## src/rtl/bfc_pkg.sv

```systemverilog
// ----------------------------------------------------------------------------
// bfc_pkg - shared definitions for the binary frame capture filter
// Holds the sync constants, request, verdict and register codes, default
// sizes, the configuration register set and the parser event record.
// ----------------------------------------------------------------------------
package bfc_pkg;

  // Default sizes, handed to the top level parameters
  localparam int MAX_FRAME_DEF     = 512;
  localparam int CAPTURE_DEPTH_DEF = 4096;

  // Fixed field widths
  localparam int LEN_W      = 13;
  localparam int COUNT_W    = 16;
  localparam int READ_IDX_W = 12;
  localparam int CFG_IDX_W  = 3;
  localparam int CFG_DATA_W = 13;

  // Frame sync bytes and filter wildcard
  localparam logic [7:0] SYNC_A   = 8'hB5;
  localparam logic [7:0] SYNC_B   = 8'h62;
  localparam logic [7:0] WILDCARD = 8'hFF;

  // Request codes
  localparam logic [1:0] REQ_BYTE  = 2'd0;
  localparam logic [1:0] REQ_READ  = 2'd1;
  localparam logic [1:0] REQ_START = 2'd2;

  // Verdict codes
  localparam logic [2:0] VERDICT_NONE     = 3'd0;
  localparam logic [2:0] VERDICT_STORED   = 3'd1;
  localparam logic [2:0] VERDICT_END      = 3'd2;
  localparam logic [2:0] VERDICT_FILTERED = 3'd3;
  localparam logic [2:0] VERDICT_NO_ROOM  = 3'd4;
  localparam logic [2:0] VERDICT_LEN_DROP = 3'd5;

  // Configuration register indexes
  localparam logic [CFG_IDX_W-1:0] CFG_ENABLE      = 3'd0;
  localparam logic [CFG_IDX_W-1:0] CFG_MATCH_CLASS = 3'd1;
  localparam logic [CFG_IDX_W-1:0] CFG_MATCH_ID    = 3'd2;
  localparam logic [CFG_IDX_W-1:0] CFG_END_CLASS   = 3'd3;
  localparam logic [CFG_IDX_W-1:0] CFG_END_ID      = 3'd4;
  localparam logic [CFG_IDX_W-1:0] CFG_LIMIT       = 3'd5;

  localparam logic [LEN_W-1:0] LIMIT_RESET = 13'd4096;

  typedef struct packed {
    logic             enable;
    logic [7:0]       match_class;
    logic [7:0]       match_id;
    logic [7:0]       end_class;
    logic [7:0]       end_id;
    logic [LEN_W-1:0] limit;
  } cfg_regs_t;

  // What the parser reports for one received byte
  typedef struct packed {
    logic       claimed;
    logic       wr_en;
    logic       done;
    logic       len_drop;
    logic [7:0] cls;
    logic [7:0] id;
  } frame_evt_t;

endpackage

```

## src/rtl/bfc_parser.sv

```systemverilog
// ----------------------------------------------------------------------------
// bfc_parser - binary frame parser
// Tracks sync, class, id, length, payload and checksum bytes of a frame,
// flags claimed bytes and gives the offset of each frame byte in the frame.
// ----------------------------------------------------------------------------
module bfc_parser
  import bfc_pkg::*;
#(
  parameter int MAX_FRAME = MAX_FRAME_DEF,
  parameter int FB_W      = $clog2(MAX_FRAME + 1)
) (
  input  logic            clk,
  input  logic            rst_n,
  input  logic            byte_go,
  input  logic [7:0]      byte_in,
  output frame_evt_t      evt,
  output logic [FB_W-1:0] wr_off,
  output logic [FB_W-1:0] fb_total
);

  localparam int          PS_W    = $clog2(MAX_FRAME);
  localparam logic [15:0] LEN_MAX = 16'(MAX_FRAME - 8);

  localparam logic [3:0] PH_HUNT    = 4'd0;
  localparam logic [3:0] PH_SYNC2   = 4'd1;
  localparam logic [3:0] PH_CLASS   = 4'd2;
  localparam logic [3:0] PH_ID      = 4'd3;
  localparam logic [3:0] PH_LENLO   = 4'd4;
  localparam logic [3:0] PH_LENHI   = 4'd5;
  localparam logic [3:0] PH_PAYLOAD = 4'd6;
  localparam logic [3:0] PH_CKA     = 4'd7;
  localparam logic [3:0] PH_CKB     = 4'd8;

  logic [3:0]      phase_r, phase_nxt;
  logic [7:0]      cls_r, cls_nxt;
  logic [7:0]      id_r, id_nxt;
  logic [7:0]      len_lo_r, len_lo_nxt;
  logic [PS_W-1:0] plen_r, plen_nxt;
  logic [PS_W-1:0] seen_r, seen_nxt;
  logic [FB_W-1:0] fb_r, fb_nxt;
  logic [15:0]     full_len;
  logic [PS_W-1:0] seen_inc;

  assign full_len = {byte_in, len_lo_r};
  assign seen_inc = seen_r + 1'b1;
  assign fb_total = fb_r + 1'b1;

  // Advance the frame state on each received byte
  always_comb begin
    phase_nxt  = phase_r;
    cls_nxt    = cls_r;
    id_nxt     = id_r;
    len_lo_nxt = len_lo_r;
    plen_nxt   = plen_r;
    seen_nxt   = seen_r;
    fb_nxt     = fb_r;
    wr_off     = fb_r;
    evt        = '0;
    evt.cls    = cls_r;
    evt.id     = id_r;
    if (byte_go) begin
      evt.claimed = 1'b1;
      evt.wr_en   = 1'b1;
      fb_nxt      = fb_r + 1'b1;
      unique case (phase_r)
        PH_HUNT: begin
          wr_off = '0;
          if (byte_in == SYNC_A) begin
            phase_nxt = PH_SYNC2;
            fb_nxt    = FB_W'(1);
          end else begin
            evt.claimed = 1'b0;
            evt.wr_en   = 1'b0;
            fb_nxt      = fb_r;
          end
        end
        PH_SYNC2: begin
          if (byte_in == SYNC_B) begin
            phase_nxt = PH_CLASS;
          end else begin
            phase_nxt   = PH_HUNT;
            evt.claimed = 1'b0;
            evt.wr_en   = 1'b0;
            fb_nxt      = fb_r;
          end
        end
        PH_CLASS: begin
          cls_nxt   = byte_in;
          phase_nxt = PH_ID;
        end
        PH_ID: begin
          id_nxt    = byte_in;
          phase_nxt = PH_LENLO;
        end
        PH_LENLO: begin
          len_lo_nxt = byte_in;
          phase_nxt  = PH_LENHI;
        end
        PH_LENHI: begin
          seen_nxt = '0;
          plen_nxt = full_len[PS_W-1:0];
          if (full_len > LEN_MAX) begin
            // oversized: drop here and hunt again
            phase_nxt    = PH_HUNT;
            evt.len_drop = 1'b1;
          end else if (full_len == 16'd0) begin
            phase_nxt = PH_CKA;
          end else begin
            phase_nxt = PH_PAYLOAD;
          end
        end
        PH_PAYLOAD: begin
          seen_nxt = seen_inc;
          if (seen_inc >= plen_r) begin
            phase_nxt = PH_CKA;
          end
        end
        PH_CKA: begin
          phase_nxt = PH_CKB;
        end
        PH_CKB: begin
          phase_nxt = PH_HUNT;
          evt.done  = 1'b1;
        end
        default: begin
          phase_nxt   = PH_HUNT;
          evt.claimed = 1'b0;
          evt.wr_en   = 1'b0;
          fb_nxt      = fb_r;
        end
      endcase
    end
  end

  always_ff @(posedge clk) begin
    if (!rst_n) begin
      phase_r  <= PH_HUNT;
      cls_r    <= '0;
      id_r     <= '0;
      len_lo_r <= '0;
      plen_r   <= '0;
      seen_r   <= '0;
      fb_r     <= '0;
    end else begin
      phase_r  <= phase_nxt;
      cls_r    <= cls_nxt;
      id_r     <= id_nxt;
      len_lo_r <= len_lo_nxt;
      plen_r   <= plen_nxt;
      seen_r   <= seen_nxt;
      fb_r     <= fb_nxt;
    end
  end

endmodule

```

## config.mk

```make
export PLATFORM = sky130hd
export DESIGN_NAME = bfc_parser
export DESIGN_NICKNAME = d
export VERILOG_FILES = /design/src/rtl/bfc_pkg.sv /design/src/rtl/bfc_parser.sv
export SDC_FILE = /design/constraint.sdc
export NUM_CORES = 1
export LEC_CHECK = 0
export BUFFER_PORTS_ARGS = -buffer_cell sky130_fd_sc_hd__buf_4
export CORE_MARGIN = 4
export CORE_UTILIZATION = 55
export CTS_BUF_LIST = sky130_fd_sc_hd__clkbuf_8
export DETAILED_ROUTE_END_ITERATION = 6
export PLACE_DENSITY = 0.86
export SETUP_SLACK_MARGIN = 0.3
export SYNTH_ARGS = -nofsm -noshare
export SYNTH_HDL_FRONTEND = slang
export SYNTH_SLANG_ARGS = --single-unit
export TNS_END_PERCENT = 1
```

## constraint.sdc

```tcl
create_clock -name clk -period 7.2 [get_ports clk]
set_input_delay 0.36 -clock clk [delete_from_list [all_inputs] [get_ports clk]]
set_output_delay 0.36 -clock clk [all_outputs]
set_load 0.01 [all_outputs]
```

==> flow_summary.yaml <==
drt:
  wl_um: 6560
  drt_iter0_markers: 135
  drc: 0
  via_per_inst: 5.66
  wl_per_cell_um: 14.0
  antenna_left: 0
  drt-pass1-iter-count: 4
  vias: 2655
timing:
  relSlewSlack: 0.233
  fmax_mhz: 324
  hold_slack_ps: 326
  worstMarginPinSlew_ps: 1150
  final.min_clock_period_ps: 3080
  finClkSkew_ps: 4.06
  finalSetupViolations: 0
  finalSetupTns_ps: 0
  drv_slew: 0
  period_share: 0.428
  rsz0062_at_grt: "no"
  finalHoldViolCount: 0
cts:
  post_cts_buffers: 0
  cts_root_buf: "clkbuf_8"
  clk_pin_slew_worst_paths_ps: 100
  clock_latency_ps: 320
  cts_resized: 0
  cts_sinks: 56
  numCtsBuffers: 5
  cts_hold_buf: 0
  h-tree-depth: 2
  cts_tree: "built"
  cts_max_path_buffers: 2
global_route:
  grt_overflow_total: 0
  grt_pass1_wl_um: 11100
  grt_pass1_vias: 2418
  grt_antenna_before_repair: 0
  grt_max_degree: 54
  track_usage: 0.214
synthesis:
  avgSynthCellArea_um2: 8.26
  synth_flop_cell: "dfxtp_1"
  ys_seq_elements: 56
  synth_top_area_share: 0.380
  ys_top_cells_by_count: "dfxtp_1 (56), nand2_1 (41), nor2_1 (40)"
  synth_top_area_cell: "dfxtp_1"
  ys_types: 49
  synth_warnings: 0
  synth_nets: 379
  synth.yosys.seq_area_share: 0.380
  postSynthCellCount: 357
  yosysMostFrequentCell: "dfxtp_1"
  synth_edf_count: 0
  async_flop_share: 0
  synth.top_cells.by_area: "dfxtp_1 (38%), mux2i_1 (7.5%), a21oi_1 (6.3%), nand2_1 (5.2%), nor2_1 (5.1%)"
  netlist_area_um2: 2950
critical_path:
  cp_num_buf_inv: 1
  critPathRequiredTime_ps: 6840
  crit_family: "simple AND/OR/NAND/NOR gates"
  crit_path_frequent_cell: "nor2b_1"
  endpoint_kind: "primary output"
  critPathSlowestCell: "nor2b_1"
  slowest_delay_ps: 980
  start_kind: "flop"
  crit_type: "reg -> out"
  path_cells: "nor2b_1 > nor2b_1 > o21a_1 > buf_4"
  critPathMaxFanout: 11
  worstPathArrival_ps: 2720
finish:
  drive_above_1_share: 0.188
  nets: 420
  fillCellCount: 449
  area_growth_pct: 16.2
  diodes: 0
power:
  power_density_nw_per_um2: 149
  power_leakage_uw: 0.00135
  irDropWorstVdd_mv: 0.148
die:
  die-height_um: 81.2
  num_io_pins: 51
  die_area_um2: 6600
  num_rows: 26
  start_util: 0.574
  core-area_um2: 5140
  die_w_um: 81.2
placed_design:
  hpwl_um: 4720
  globalplace.congestion: 0.859
  port_buffers: 50
job:
  drv_cap: 0
run_status:
  status: "finished, final reports clean"
hold_path:
  hold_path.class: "in -> reg"
[power breakdown]
group          internal, µW  total [µW]  switching [µW]
registers               310         310           0.131
logic                  6.45        21.2            14.7
clock network          70.0         179             109
total                   386         510             124
[layout by cell type, fill, tap and decap left out, drive strengths merged, types with 2 or more instances in the layout]
master,n
nor2,42
xor2,10
o21ai,12
mux2i,22
inv,12
and2,14
or2,2
nand2,41
a21oi,37
nand3,24
nand4,3
nor2b,4
buf,51
clkinv,3
nor4,3
dfxtp,56
o211ai,3
nor3,7
xnor2,3
nand2b,2
ha,11
nand3b,8
a211oi,3
a22oi,5
and4b,2
or3,2
clkbuf,5
and3,2
[final timing paths]
kind | depth (start not counted) | slack (ps) | endpoint | startpoint
max reg2reg | 10 | 4390 | phase_r[1] | seen_r[0]
min | 3 | 330 | id_r[5] | byte_in[5]
min reg2reg | 2 | 470 | cls_r[5] | cls_r[5]
max | 4 | 4120 | evt[16] | phase_r[2]
[worst register-to-register path, cell delays in order (launching register included)]
cell       delay [ps]
dfxtp_1           410
ha_1              250
nand3_1           190
nor3_1            280
xor2_1            130
ha_1              340
nand4_1           130
o2111ai_1         220
a211oi_1           90
a311oi_2          480
mux2i_1           230
[final cells by class]
| cell class | count | area, µm² | area share |
|---|---|---|---|
| timing repair buffer | 51 | 383 | 0.112 |
| multi-input combinational | 272 | 1700 | 0.495 |
| tap | 70 | 87.6 | 0.0256 |
| inverter | 12 | 46.3 | 0.0135 |
| clock inverter | 3 | 22.5 | 0.00657 |
| clock buffer | 5 | 68.8 | 0.0201 |
| sequential | 56 | 1120 | 0.327 |
[cells by family (layout without fill, tap and decap cells)]
| family | Yosys count | count (layout) | share of synthesized area |
|---|---|---|---|
| simple gates | 159 | 159 | 0.276 |
| compound gates | 67 | 67 | 0.140 |
| flops | 56 | 56 | 0.380 |
| buf+inv | 29 | 71 | 0.0441 |
| mux | 22 | 22 | 0.0747 |
| xor+xnor | 13 | 13 | 0.0386 |
| fa+ha+maj | 11 | 11 | 0.0467 |
[sequential cells by signal (all words and copies together) (netlist names)]
register / cells
len_lo_r: 8
id_r: 8
cls_r: 8
fb_r: 10
plen_r: 9
seen_r: 9
phase_r: 4
[stage by stage]
stage	std cells	utilization	setup WS (ps)	cell area [µm²]	power, µW
after detailed placement	461	0.649	4450	3340	338
after global placement	461	0.649	4570	3340	338
after CTS	469	0.667	4120	3430	515
final	469	0.667	4120	3430	510
after floorplan	357	-	4710	2950	327
after global routing	469	0.667	3930	3430	530
[metal layers]
| layer | share of wire | global-route usage |
|---|---|---|
| met1 | 0.45 | 0.286 |
| met2 | 0.48 | 0.342 |
| met5 | 0 | 0 |
| met3 | 0.064 | 0.0543 |
| met4 | 0.0087 | 0.0591 |
Power figures use the tool's default switching activity.
