--- config.mk ---
export PLATFORM = sky130hd
export DESIGN_NAME = bfc_capture
export DESIGN_NICKNAME = d
export VERILOG_FILES = /design/src/rtl/bfc_pkg.sv /design/src/rtl/bfc_capture.sv
export SDC_FILE = /design/constraint.sdc
export NUM_CORES = 1
export LEC_CHECK = 0
export BUFFER_PORTS_ARGS = -buffer_cell sky130_fd_sc_hd__buf_2
export CORE_ASPECT_RATIO = 1.4
export CORE_MARGIN = 2
export CORE_UTILIZATION = 59
export CTS_CLUSTER_SIZE = 30
export DETAILED_ROUTE_END_ITERATION = 10
export PLACE_DENSITY = 0.93
export SYNTH_ARGS = -nofsm -noshare
export SYNTH_HDL_FRONTEND = slang
export SYNTH_SLANG_ARGS = --single-unit
export TNS_END_PERCENT = 50
--- constraint.sdc ---
create_clock -name clk -period 16.87 [get_ports clk]
set_input_delay 3.374 -clock clk [delete_from_list [all_inputs] [get_ports clk]]
set_output_delay 3.374 -clock clk [all_outputs]
set_load 0.03 [all_outputs]
--- src/rtl/bfc_pkg.sv ---
// ----------------------------------------------------------------------------
// bfc_pkg - shared definitions for the binary frame capture filter
// Holds the sync constants, request, verdict and register codes, default
// sizes, the configuration register set and the parser event record.
// ----------------------------------------------------------------------------
package bfc_pkg;

  // Default sizes, handed to the top level parameters
  localparam int MAX_FRAME_DEF     = 512;
  localparam int CAPTURE_DEPTH_DEF = 4096;

  // Fixed field widths
  localparam int LEN_W      = 13;
  localparam int COUNT_W    = 16;
  localparam int READ_IDX_W = 12;
  localparam int CFG_IDX_W  = 3;
  localparam int CFG_DATA_W = 13;

  // Frame sync bytes and filter wildcard
  localparam logic [7:0] SYNC_A   = 8'hB5;
  localparam logic [7:0] SYNC_B   = 8'h62;
  localparam logic [7:0] WILDCARD = 8'hFF;

  // Request codes
  localparam logic [1:0] REQ_BYTE  = 2'd0;
  localparam logic [1:0] REQ_READ  = 2'd1;
  localparam logic [1:0] REQ_START = 2'd2;

  // Verdict codes
  localparam logic [2:0] VERDICT_NONE     = 3'd0;
  localparam logic [2:0] VERDICT_STORED   = 3'd1;
  localparam logic [2:0] VERDICT_END      = 3'd2;
  localparam logic [2:0] VERDICT_FILTERED = 3'd3;
  localparam logic [2:0] VERDICT_NO_ROOM  = 3'd4;
  localparam logic [2:0] VERDICT_LEN_DROP = 3'd5;

  // Configuration register indexes
  localparam logic [CFG_IDX_W-1:0] CFG_ENABLE      = 3'd0;
  localparam logic [CFG_IDX_W-1:0] CFG_MATCH_CLASS = 3'd1;
  localparam logic [CFG_IDX_W-1:0] CFG_MATCH_ID    = 3'd2;
  localparam logic [CFG_IDX_W-1:0] CFG_END_CLASS   = 3'd3;
  localparam logic [CFG_IDX_W-1:0] CFG_END_ID      = 3'd4;
  localparam logic [CFG_IDX_W-1:0] CFG_LIMIT       = 3'd5;

  localparam logic [LEN_W-1:0] LIMIT_RESET = 13'd4096;

  typedef struct packed {
    logic             enable;
    logic [7:0]       match_class;
    logic [7:0]       match_id;
    logic [7:0]       end_class;
    logic [7:0]       end_id;
    logic [LEN_W-1:0] limit;
  } cfg_regs_t;

  // What the parser reports for one received byte
  typedef struct packed {
    logic       claimed;
    logic       wr_en;
    logic       done;
    logic       len_drop;
    logic [7:0] cls;
    logic [7:0] id;
  } frame_evt_t;

endpackage

--- src/rtl/bfc_capture.sv ---
// ----------------------------------------------------------------------------
// bfc_capture - capture bookkeeping
// Places frame bytes in the uncommitted tail of the store, decides the
// verdict at frame end, commits kept frames and maps read indexes.
// ----------------------------------------------------------------------------
module bfc_capture
  import bfc_pkg::*;
#(
  parameter int CAPTURE_DEPTH = CAPTURE_DEPTH_DEF,
  parameter int MAX_FRAME     = MAX_FRAME_DEF,
  parameter int FB_W          = $clog2(MAX_FRAME + 1),
  parameter int AW            = $clog2(CAPTURE_DEPTH + MAX_FRAME)
) (
  input  logic                  clk,
  input  logic                  rst_n,
  input  cfg_regs_t             cfg,
  input  logic                  read_go,
  input  logic                  start_go,
  input  frame_evt_t            evt,
  input  logic [FB_W-1:0]       wr_off,
  input  logic [FB_W-1:0]       fb_total,
  input  logic [READ_IDX_W-1:0] read_index,
  output logic                  mem_we,
  output logic [AW-1:0]         mem_waddr,
  output logic                  mem_re,
  output logic [AW-1:0]         mem_raddr,
  output logic [2:0]            verdict,
  output logic                  read_valid,
  output logic [LEN_W-1:0]      captured_bytes,
  output logic [COUNT_W-1:0]    frames_kept,
  output logic                  capture_finished
);

  // The store ring holds the capture depth plus one whole frame, so the frame
  // being received never lands on committed bytes
  localparam int RING  = CAPTURE_DEPTH + MAX_FRAME;
  localparam int SUM_W = ((AW + 1) > (LEN_W + 1)) ? (AW + 1) : (LEN_W + 1);
  localparam int PW    = ((AW > FB_W) ? AW : FB_W) + 1;
  localparam int RW    = ((AW > READ_IDX_W) ? AW : READ_IDX_W) + 1;

  localparam logic [SUM_W-1:0] DEPTH_S = SUM_W'(CAPTURE_DEPTH);
  localparam logic [PW-1:0]    RING_P  = PW'(RING);
  localparam logic [RW-1:0]    RING_R  = RW'(RING);

  // Logical byte 0 of the capture sits at origin_r; the next frame starts at base_r
  logic [LEN_W-1:0]   len_r, len_nxt;
  logic [COUNT_W-1:0] count_r, count_nxt;
  logic               end_r, end_nxt;
  logic [AW-1:0]      origin_r, origin_nxt;
  logic [AW-1:0]      base_r, base_nxt;

  logic [SUM_W-1:0] need, lim, limit_s, idx_s;
  logic [PW-1:0]    wr_sum, wr_phys, cm_sum, cm_phys;
  logic [RW-1:0]    rd_sum, rd_phys;
  logic             end_match, filt_fail;

  // Place frame bytes in the spare tail after the committed data
  assign wr_sum    = PW'(base_r) + PW'(wr_off);
  assign wr_phys   = (wr_sum >= RING_P) ? (wr_sum - RING_P) : wr_sum;
  assign mem_we    = evt.wr_en;
  assign mem_waddr = wr_phys[AW-1:0];

  // Map a read index onto the store
  assign idx_s      = SUM_W'(read_index);
  assign rd_sum     = RW'(origin_r) + RW'(read_index);
  assign rd_phys    = (rd_sum >= RING_R) ? (rd_sum - RING_R) : rd_sum;
  assign read_valid = read_go && (idx_s < SUM_W'(len_r)) && (idx_s < DEPTH_S);
  assign mem_re     = read_valid;
  assign mem_raddr  = rd_phys[AW-1:0];

  // Room check and commit position
  assign need    = SUM_W'(len_r) + SUM_W'(fb_total);
  assign limit_s = SUM_W'(cfg.limit);
  assign lim     = (limit_s < DEPTH_S) ? limit_s : DEPTH_S;
  assign cm_sum  = PW'(base_r) + PW'(fb_total);
  assign cm_phys = (cm_sum >= RING_P) ? (cm_sum - RING_P) : cm_sum;

  assign end_match = (evt.cls == cfg.end_class) && (evt.id == cfg.end_id);
  assign filt_fail = ((cfg.match_class != WILDCARD) && (evt.cls != cfg.match_class)) ||
                     ((cfg.match_id != WILDCARD) && (evt.id != cfg.match_id));

  // Decide the verdict and update the counters
  always_comb begin
    len_nxt    = len_r;
    count_nxt  = count_r;
    end_nxt    = end_r;
    origin_nxt = origin_r;
    base_nxt   = base_r;
    verdict    = VERDICT_NONE;
    if (evt.len_drop) begin
      verdict = VERDICT_LEN_DROP;
    end
    if (evt.done && cfg.enable && !end_r) begin
      if (end_match) begin
        verdict = VERDICT_END;
        end_nxt = 1'b1;
      end else if (filt_fail) begin
        verdict = VERDICT_FILTERED;
      end else if (need > lim) begin
        verdict = VERDICT_NO_ROOM;
      end else begin
        verdict   = VERDICT_STORED;
        len_nxt   = need[LEN_W-1:0];
        count_nxt = (count_r == {COUNT_W{1'b1}}) ? count_r : count_r + 1'b1;
        base_nxt  = cm_phys[AW-1:0];
      end
    end
    // Restart: the store origin moves to the next frame position
    if (start_go) begin
      len_nxt    = '0;
      count_nxt  = '0;
      end_nxt    = 1'b0;
      origin_nxt = base_r;
    end
  end

  always_ff @(posedge clk) begin
    if (!rst_n) begin
      len_r    <= '0;
      count_r  <= '0;
      end_r    <= 1'b0;
      origin_r <= '0;
      base_r   <= '0;
    end else begin
      len_r    <= len_nxt;
      count_r  <= count_nxt;
      end_r    <= end_nxt;
      origin_r <= origin_nxt;
      base_r   <= base_nxt;
    end
  end

  assign captured_bytes   = len_nxt;
  assign frames_kept      = count_nxt;
  assign capture_finished = end_nxt;

endmodule

==> key figures, run 1 <==
Floorplanning
  • Std-Cell Rows: 43
  • Starting density of the core: between 60% and 70%
  • DIE AREA: roughly 11000 um^2
  • Die Y: 123.7 um
  • # IOs: around 160
  • Core area: around 10000 um^2
  • Die Wd: slightly below 90 um

Placed design
  • Gpl congestion: approximately 0.94
  • IO Port Bufs: 160
  • Post-DP HPWL: between 10000 and 15000 um

Clock tree
  • Max H-tree Level: 2
  • Post-CTS setup repair buffer count: 0
  • Clock Sink Count: 56
  • CTS root buffer: clkbuf_16
  • Cts hold-fix bufs: 0
  • Max Root-Sink Buffers: 2
  • Cts bufs inserted: 5
  • CTS clock-pin slew for the worst setup and hold paths: approximately 0.070 ns
  • CTS resizes: 0
  • Worst skew pair latency: around 0.30 ns
  • CTS tree: done

Synthesis
  • Synthesized instance count: 778
  • Unique masters post-synth: 73
  • Primary FF master, synth: dfxtp_1
  • Post-synth ARST share: 0%
  • EDFF count, synth: 0
  • Syn Nets: ~950
  • Synthesized area per cell: approximately 7.8 um^2
  • Post-synth top area cell: dfxtp_1
  • Synth Cell Area: a little over 6000 um^2
  • YS warnings: 0
  • Most numerous cell in the Yosys netlist: nor2_1
  • Main area contributors after synthesis: dfxtp_1, ha_1, xnor2_1
  • Most frequent cells after synthesis: nor2_1, ha_1, dfxtp_1
  • Area share of the leading cell type in the synthesized netlist: between 10% and 20%
  • Register bit total from synthesis: 56
  • Seq/Total Area, Yosys: 18.56%

Hold path
  • Hold Path Class: flip-flop to flip-flop
  • Hold_sp: origin_r[8]
  • Hold path cells: 2

Setup path
  • CP max stage delay: slightly below 0.9 ns
  • Worst path arrival time: around 8.7 ns
  • Worst r2r path cells: 18
  • Worst path cell trace: buf_2 > ha_1 > fa_1 > a21o_1 > a21oi_1 > o21ai_0 > o41ai_1 > o21a_1 > nor2_1 > xnor2_1 > ha_1 > nand3_1 > nor4_1 > a21o_1 > a31oi_1 > or4b_4 > or4b_1 > xnor2_1 > nor2_1 > buf_2
  • RR Startpoint: len_r[0]
  • Critical path required time: 13.50 ns
  • CP endpoint kind: primary output
  • WP depth: 20
  • Slowest-stage cell, CP: or4b_4
  • Origin of the worst setup path: fb_total[0]
  • Critical path fanouts, max: 56
  • CP Launch Type: primary input
  • CP Class: primary input to primary output
  • CP delay by family, top: simple AND/OR/NAND/NOR gates
  • WP buf/inv: 2

GRT
  • Vias in the first global route: 6088
  • First-pass GRT wire length: 26160 um
  • Total Routing Usage GR: 29.41%
  • Largest net degree at the start of global routing: 57
  • Total global routing overflow: 0
  • Initial antenna violation count: 2

Detailed routing
  • Vias per inst: 5.958
  • Initial drt markers: approximately 500
  • Top Layer Used: met4
  • Antenna-violating nets left: 0
  • Routed WL per cell: between 15 and 20 um
  • WL met2: roughly 9000 um
  • Pre-antenna DRT Iters: 5
  • M1 WL: approximately 6100 um
  • Final wirelength: around 16000 um
  • Met3 wire len: approximately 1000 um
  • DR DRC count: 0
  • Vias: ~6300

Final layout
  • Layout cells sized above 1: 20.85%
  • Final net count: 1091
  • Area grow syn2layout: 16.36%

STA
  • Worst-Margin Slew: about 1.1 ns
  • Hold Fails Final Rpt: 0
  • Tcrit/Tclk final: around 71%
  • Peak Freq: just over 0.08 GHz
  • Slew margin rel.: 27.89%
  • Final setup viols: 0
  • Clock skew: ~0.0068 ns
  • RSZ-0062 raised after global routing: false
  • Period minus WS final: approximately 12 ns
  • Setup TNS: 0 ns
  • Slew Viols, Final: 0

Run
  • Max Cap Viol: 0

Pwr
  • Tot Pwr: around 0.31 mW
  • Switching share of total power: between 30% and 40%
  • Leak: roughly 3.2 nW
  • Clk pwr share: ~35%
  • Worst VDD drop: 0.03993 mV
  • Net Switching: 0.09498 mW
  • Cell Int Power: between 0.2 and 0.25 mW
  • Comb pwr share: 23.1%
  • PwrDens: 44.37 nW/um^2
  • Share of power burned in registers: between 40% and 50%

Run status
  • Outcome: finished clean
[stage by stage]
| stage | util, % | std cells | setup WS, ns | hold slack, ns | cell area (um^2) |
|---|---|---|---|---|---|
| 2_1_floorplan | - | 778 | 5.589 | 0.4647 | 6041 |
| 3_3_place_gp | 69.08 | 1043 | 4.981 | 0.4900 | 6875 |
| 3_5_place_dp | 69.08 | 1043 | 4.938 | 0.5151 | 6875 |
| 4_1_cts | 70.57 | 1051 | 4.931 | 0.5324 | 7024 |
| 5_1_grt | 70.62 | 1053 | 4.623 | 0.5562 | 7029 |
| 6_report | 70.62 | 1053 | 4.848 | 0.5319 | 7029 |
[per-layer routing]
layer	GRT usage [%]	vias up
li1	-	3063
met1	30.49	2921
met2	56.34	243
met3	4.838	47
met4	12.69	0
met5	0	-
[placed cells by master (no fill, tap or decap), types with 7 or more instances in the layout]
cell / instances
mux2i_1: 29
nor2_1: 110
a31oi_1: 9
nand2b_1: 11
nand2_1: 54
a21o_1: 14
nand4_1: 18
buf_2: 160
xnor2_1: 54
o21ai_0: 24
a21oi_1: 36
nor4_1: 7
a211oi_1: 8
nand3_1: 18
dfxtp_1: 56
ha_1: 70
inv_1: 43
o21a_1: 11
xor2_1: 28
nor2b_1: 13
nor3_1: 26
[layout make-up]
class                           count  area [um^2]
Multi-Input combinational cell    647         4612
Sequential cell                    56         1121
Fill cell                         774         2924
Clock buffer                        5        125.1
Antenna cell                        2        5.005
Inverter                           44        165.2
Tap cell                          135        168.9
Timing Repair Buffer              161        808.3
Clock inverter                      3        23.77
[power by group through the flow]
| stage | Sequential [mW] | Combinational (mW) | Clock, mW |
|---|---|---|---|
| after floorplan | 0.135 | 0.0448 | 0 |
| after global placement | 0.135 | 0.0695 | 0 |
| after detailed placement | 0.135 | 0.0715 | 0 |
| after CTS | 0.132 | 0.0718 | 0.108 |
| after global routing | 0.132 | 0.0790 | 0.112 |
| final | 0.132 | 0.0721 | 0.108 |
[sequential cells by signal, summed over array words and instances (netlist names)]
name	flops
len_r	13
end_r	1
base_r	13
origin_r	13
count_r	16
[final timing paths]
check / endpoint / slack [ns]
min: origin_r[8] / 0.53
max: frames_kept[11] / 4.85
min reg2reg: origin_r[8] / 0.53
max reg2reg: count_r[11] / 11.45
[logic make-up (layout without fill, tap and decap cells)]
kind of cell	Yosys count	in the layout	synth area share, %
other cells	0	2	0
buf+inv	75	213	5.095
flops	56	56	18.56
compound gates	159	159	18.39
simple gates	301	301	25.06
mux	31	31	5.178
xor+xnor	82	82	11.89
fa+ha+maj	74	74	15.82
[worst register-to-register path, cell delays in order (launching register included)]
cell and delay, ns:
dfxtp_1 0.34, ha_1 0.24, fa_1 0.42, a21o_1 0.19, a21oi_1 0.21, o21ai_0 0.15
o41ai_1 0.50, o21a_1 0.29, nor2_1 0.08, xnor2_1 0.12, ha_1 0.29, nand3_1 0.10
nor4_1 0.38, a21o_1 0.12, a31oi_1 0.05, or4b_4 0.87, or4b_1 0.66, xnor2_1 0.20
nor2_1 0.07
Note: power is estimated with default switching activity, not from simulation.
==> inputs of run 2 (changes only) <==
Settings changed: CORE_UTILIZATION 59 to 54, PLACE_DENSITY 0.93 to 0.87.
Clock period 16.87 ns to 12.2 ns, I/O delays scaled along.
==> run 2 against run 1 <==
Wire length is 1.7% lower. Design area about the same. Die area is 8.9% higher. Non-clock buffer count decreased by 1. Hold slack worse by 0.0076 ns. Sequential power up 39%. Sequential share of layout area about the same. Cell count rose by 0.38%. Critical path depth is the same.
==> key figures, run 2 (synthesized netlist as in run 1, its figures left out) <==
Clock tree
  • Cts hold-fix bufs: 0
  • Max Root-Sink Buffers: 2
  • Worst skew pair latency: around 0.30 ns
  • CTS resizes: 0
  • Clock Sink Count: 56
  • Cts bufs inserted: 5
  • CTS clock-pin slew for the worst setup and hold paths: around 0.070 ns
  • Max H-tree Level: 2
  • CTS root buffer: clkbuf_16
  • CTS tree: done
  • Post-CTS setup repair buffer count: 0

Pwr
  • Tot Pwr: around 0.43 mW
  • Worst VDD drop: roughly 0.056 mV
  • PwrDens: slightly above 60 nW/um^2
  • Leak: approximately 3.2 nW

Setup path
  • RR Endpoint: count_r[11]
  • Worst path cell trace: buf_2 > ha_1 > fa_1 > a21o_1 > a21oi_1 > o21ai_0 > o41ai_1 > o21a_1 > nor2_1 > xnor2_1 > ha_1 > nand3_1 > nor4_1 > a21o_1 > a31oi_1 > or4b_4 > or4b_1 > xnor2_1 > nor2_1 > buf_2
  • CP endpoint kind: primary output
  • CP Launch Type: primary input
  • Critical path required time: a little under 10 ns
  • Worst path arrival time: about 7.7 ns
  • End of the critical path: frames_kept[11]
  • Worst r2r path cells: 18
  • CP Class: primary input to primary output
  • Origin of the worst setup path: fb_total[0]
  • WP depth: 20
  • WP buf/inv: 2
  • CP delay by family, top: simple AND/OR/NAND/NOR gates
  • Critical path fanouts, max: 56
  • RR Startpoint: len_r[0]
  • Slowest-stage cell, CP: or4b_4
  • CP max stage delay: 0.87 ns
  • Reg2Reg Setup Slack: between 6 and 7 ns

Final layout
  • Most frequent cells in the layout: buf_2, nor2_1, ha_1
  • Most flops, register: count_r
  • Finished Layout Cells: 1057
  • Final instance area: 7024 um^2
  • Final Core Density: between 60% and 70%
  • Commonest non-fill, non-tap cell in the layout: buf_2
  • Max reg flops: 16
  • Final net count: about 1100
  • Layout cells sized above 1: roughly 21%
  • Area grow syn2layout: 16.28%

Hold path
  • Hold Path Class: flip-flop to flip-flop
  • Hold_sp: origin_r[0]

STA
  • Clock skew: between 0.007 and 0.008 ns
  • RSZ-0062 raised after global routing: false
  • Final setup viols: 0
  • Worst-Margin Slew: between 1 and 1.5 ns
  • Worst hold slack: roughly 0.52 ns
  • Peak Freq: between 0.09 and 0.1 GHz
  • Final worst slack: a little over 2 ns
  • Tcrit/Tclk final: roughly 83%
  • Setup TNS: 0 ns
  • Period minus WS final: 10.14 ns
  • Hold Fails Final Rpt: 0
  • Slew Viols, Final: 0
  • Slew margin rel.: between 20 and 25%

Detailed routing
  • Vias: between 6000 and 7000
  • DR DRC count: 0
  • Final wirelength: 16150 um
  • Initial drt markers: roughly 300
  • Pre-antenna DRT Iters: 5
  • Routed WL per cell: 15.28 um
  • Vias per inst: ~5.8
  • Antenna-violating nets left: 0

Floorplanning
  • Core area: between 10000 and 15000 um^2
  • Starting density of the core: a little under three fifths
  • # IOs: approximately 160
  • Std-Cell Rows: 45
  • Die Y: roughly 130 um
  • Die Wd: 93.39 um
  • DIE AREA: between 10000 and 15000 um^2

GRT
  • Vias in the first global route: around 6000
  • Total Routing Usage GR: a little over a quarter
  • Largest net degree at the start of global routing: 57
  • First-pass GRT wire length: ~27000 um
  • Initial antenna violation count: 0
  • Total global routing overflow: 0

Placed design
  • Dpl ws: 2.073 ns
  • IO Port Bufs: 160
  • Gpl congestion: about 0.86
  • Post-DP HPWL: roughly 13000 um
  • Placed cell area: 6875 um^2
  • Inst Count DP: 1048

Run
  • Max Cap Viol: 0

Run status
  • Outcome: finished clean
-- run 2: cell types whose count changed in the layout (fill, tap and decap cells not counted) --
cell / delta
buf_4: -1
inv_6: +1
clkinv_2: +1
clkinv_4: -1
clkinvlp_4: -1
diode_2: -1
-- run 2: routing by layer --
layer / global-route usage [%] / routed length (um) / up-vias
li1: - / - / 3057
met1: 27.80 / 6135 / 2855
met2: 52.77 / 8501 / 223
met3: 4.128 / 910 / 48
met4: 11.07 / 601 / 0
met5: 0 / 0 / -
-- run 2: how the worst min path moves through the flow --
stage               cells after the start  slack, ns     endpoint
finish                                  2       0.52  origin_r[0]
global route                            2       0.53  origin_r[0]
CTS                                     2       0.51  origin_r[0]
detailed placement                      2       0.49  origin_r[0]
global placement                        2       0.49  origin_r[0]
floorplan                               2       0.46  origin_r[0]
-- run 2: power by group --
group	total, mW	internal (mW)	leakage (nW)	switching (mW)
clock network	0.148	0.0767	0.0702	0.0713
registers	0.183	0.183	0.451	0.00000228
logic	0.0993	0.0405	2.70	0.0588
-- run 2: layout make-up --
| type | instances | area, um^2 |
|---|---|---|
| tap | 141 | 176.4 |
| clock buffer | 5 | 125.1 |
| sequential | 56 | 1121 |
| inverter | 44 | 165.2 |
| antenna | 1 | 2.502 |
| multi-input combinational | 647 | 4612 |
| clock inverter | 3 | 21.27 |
| fill | 942 | 3842 |
| timing repair buffer | 160 | 800.8 |
-- run 2: tightest hold or removal path: stages (launching register included) --
cell and delay [ns]:
dfxtp_1 0.35, mux2i_1 0.07, nor2_1 0.07
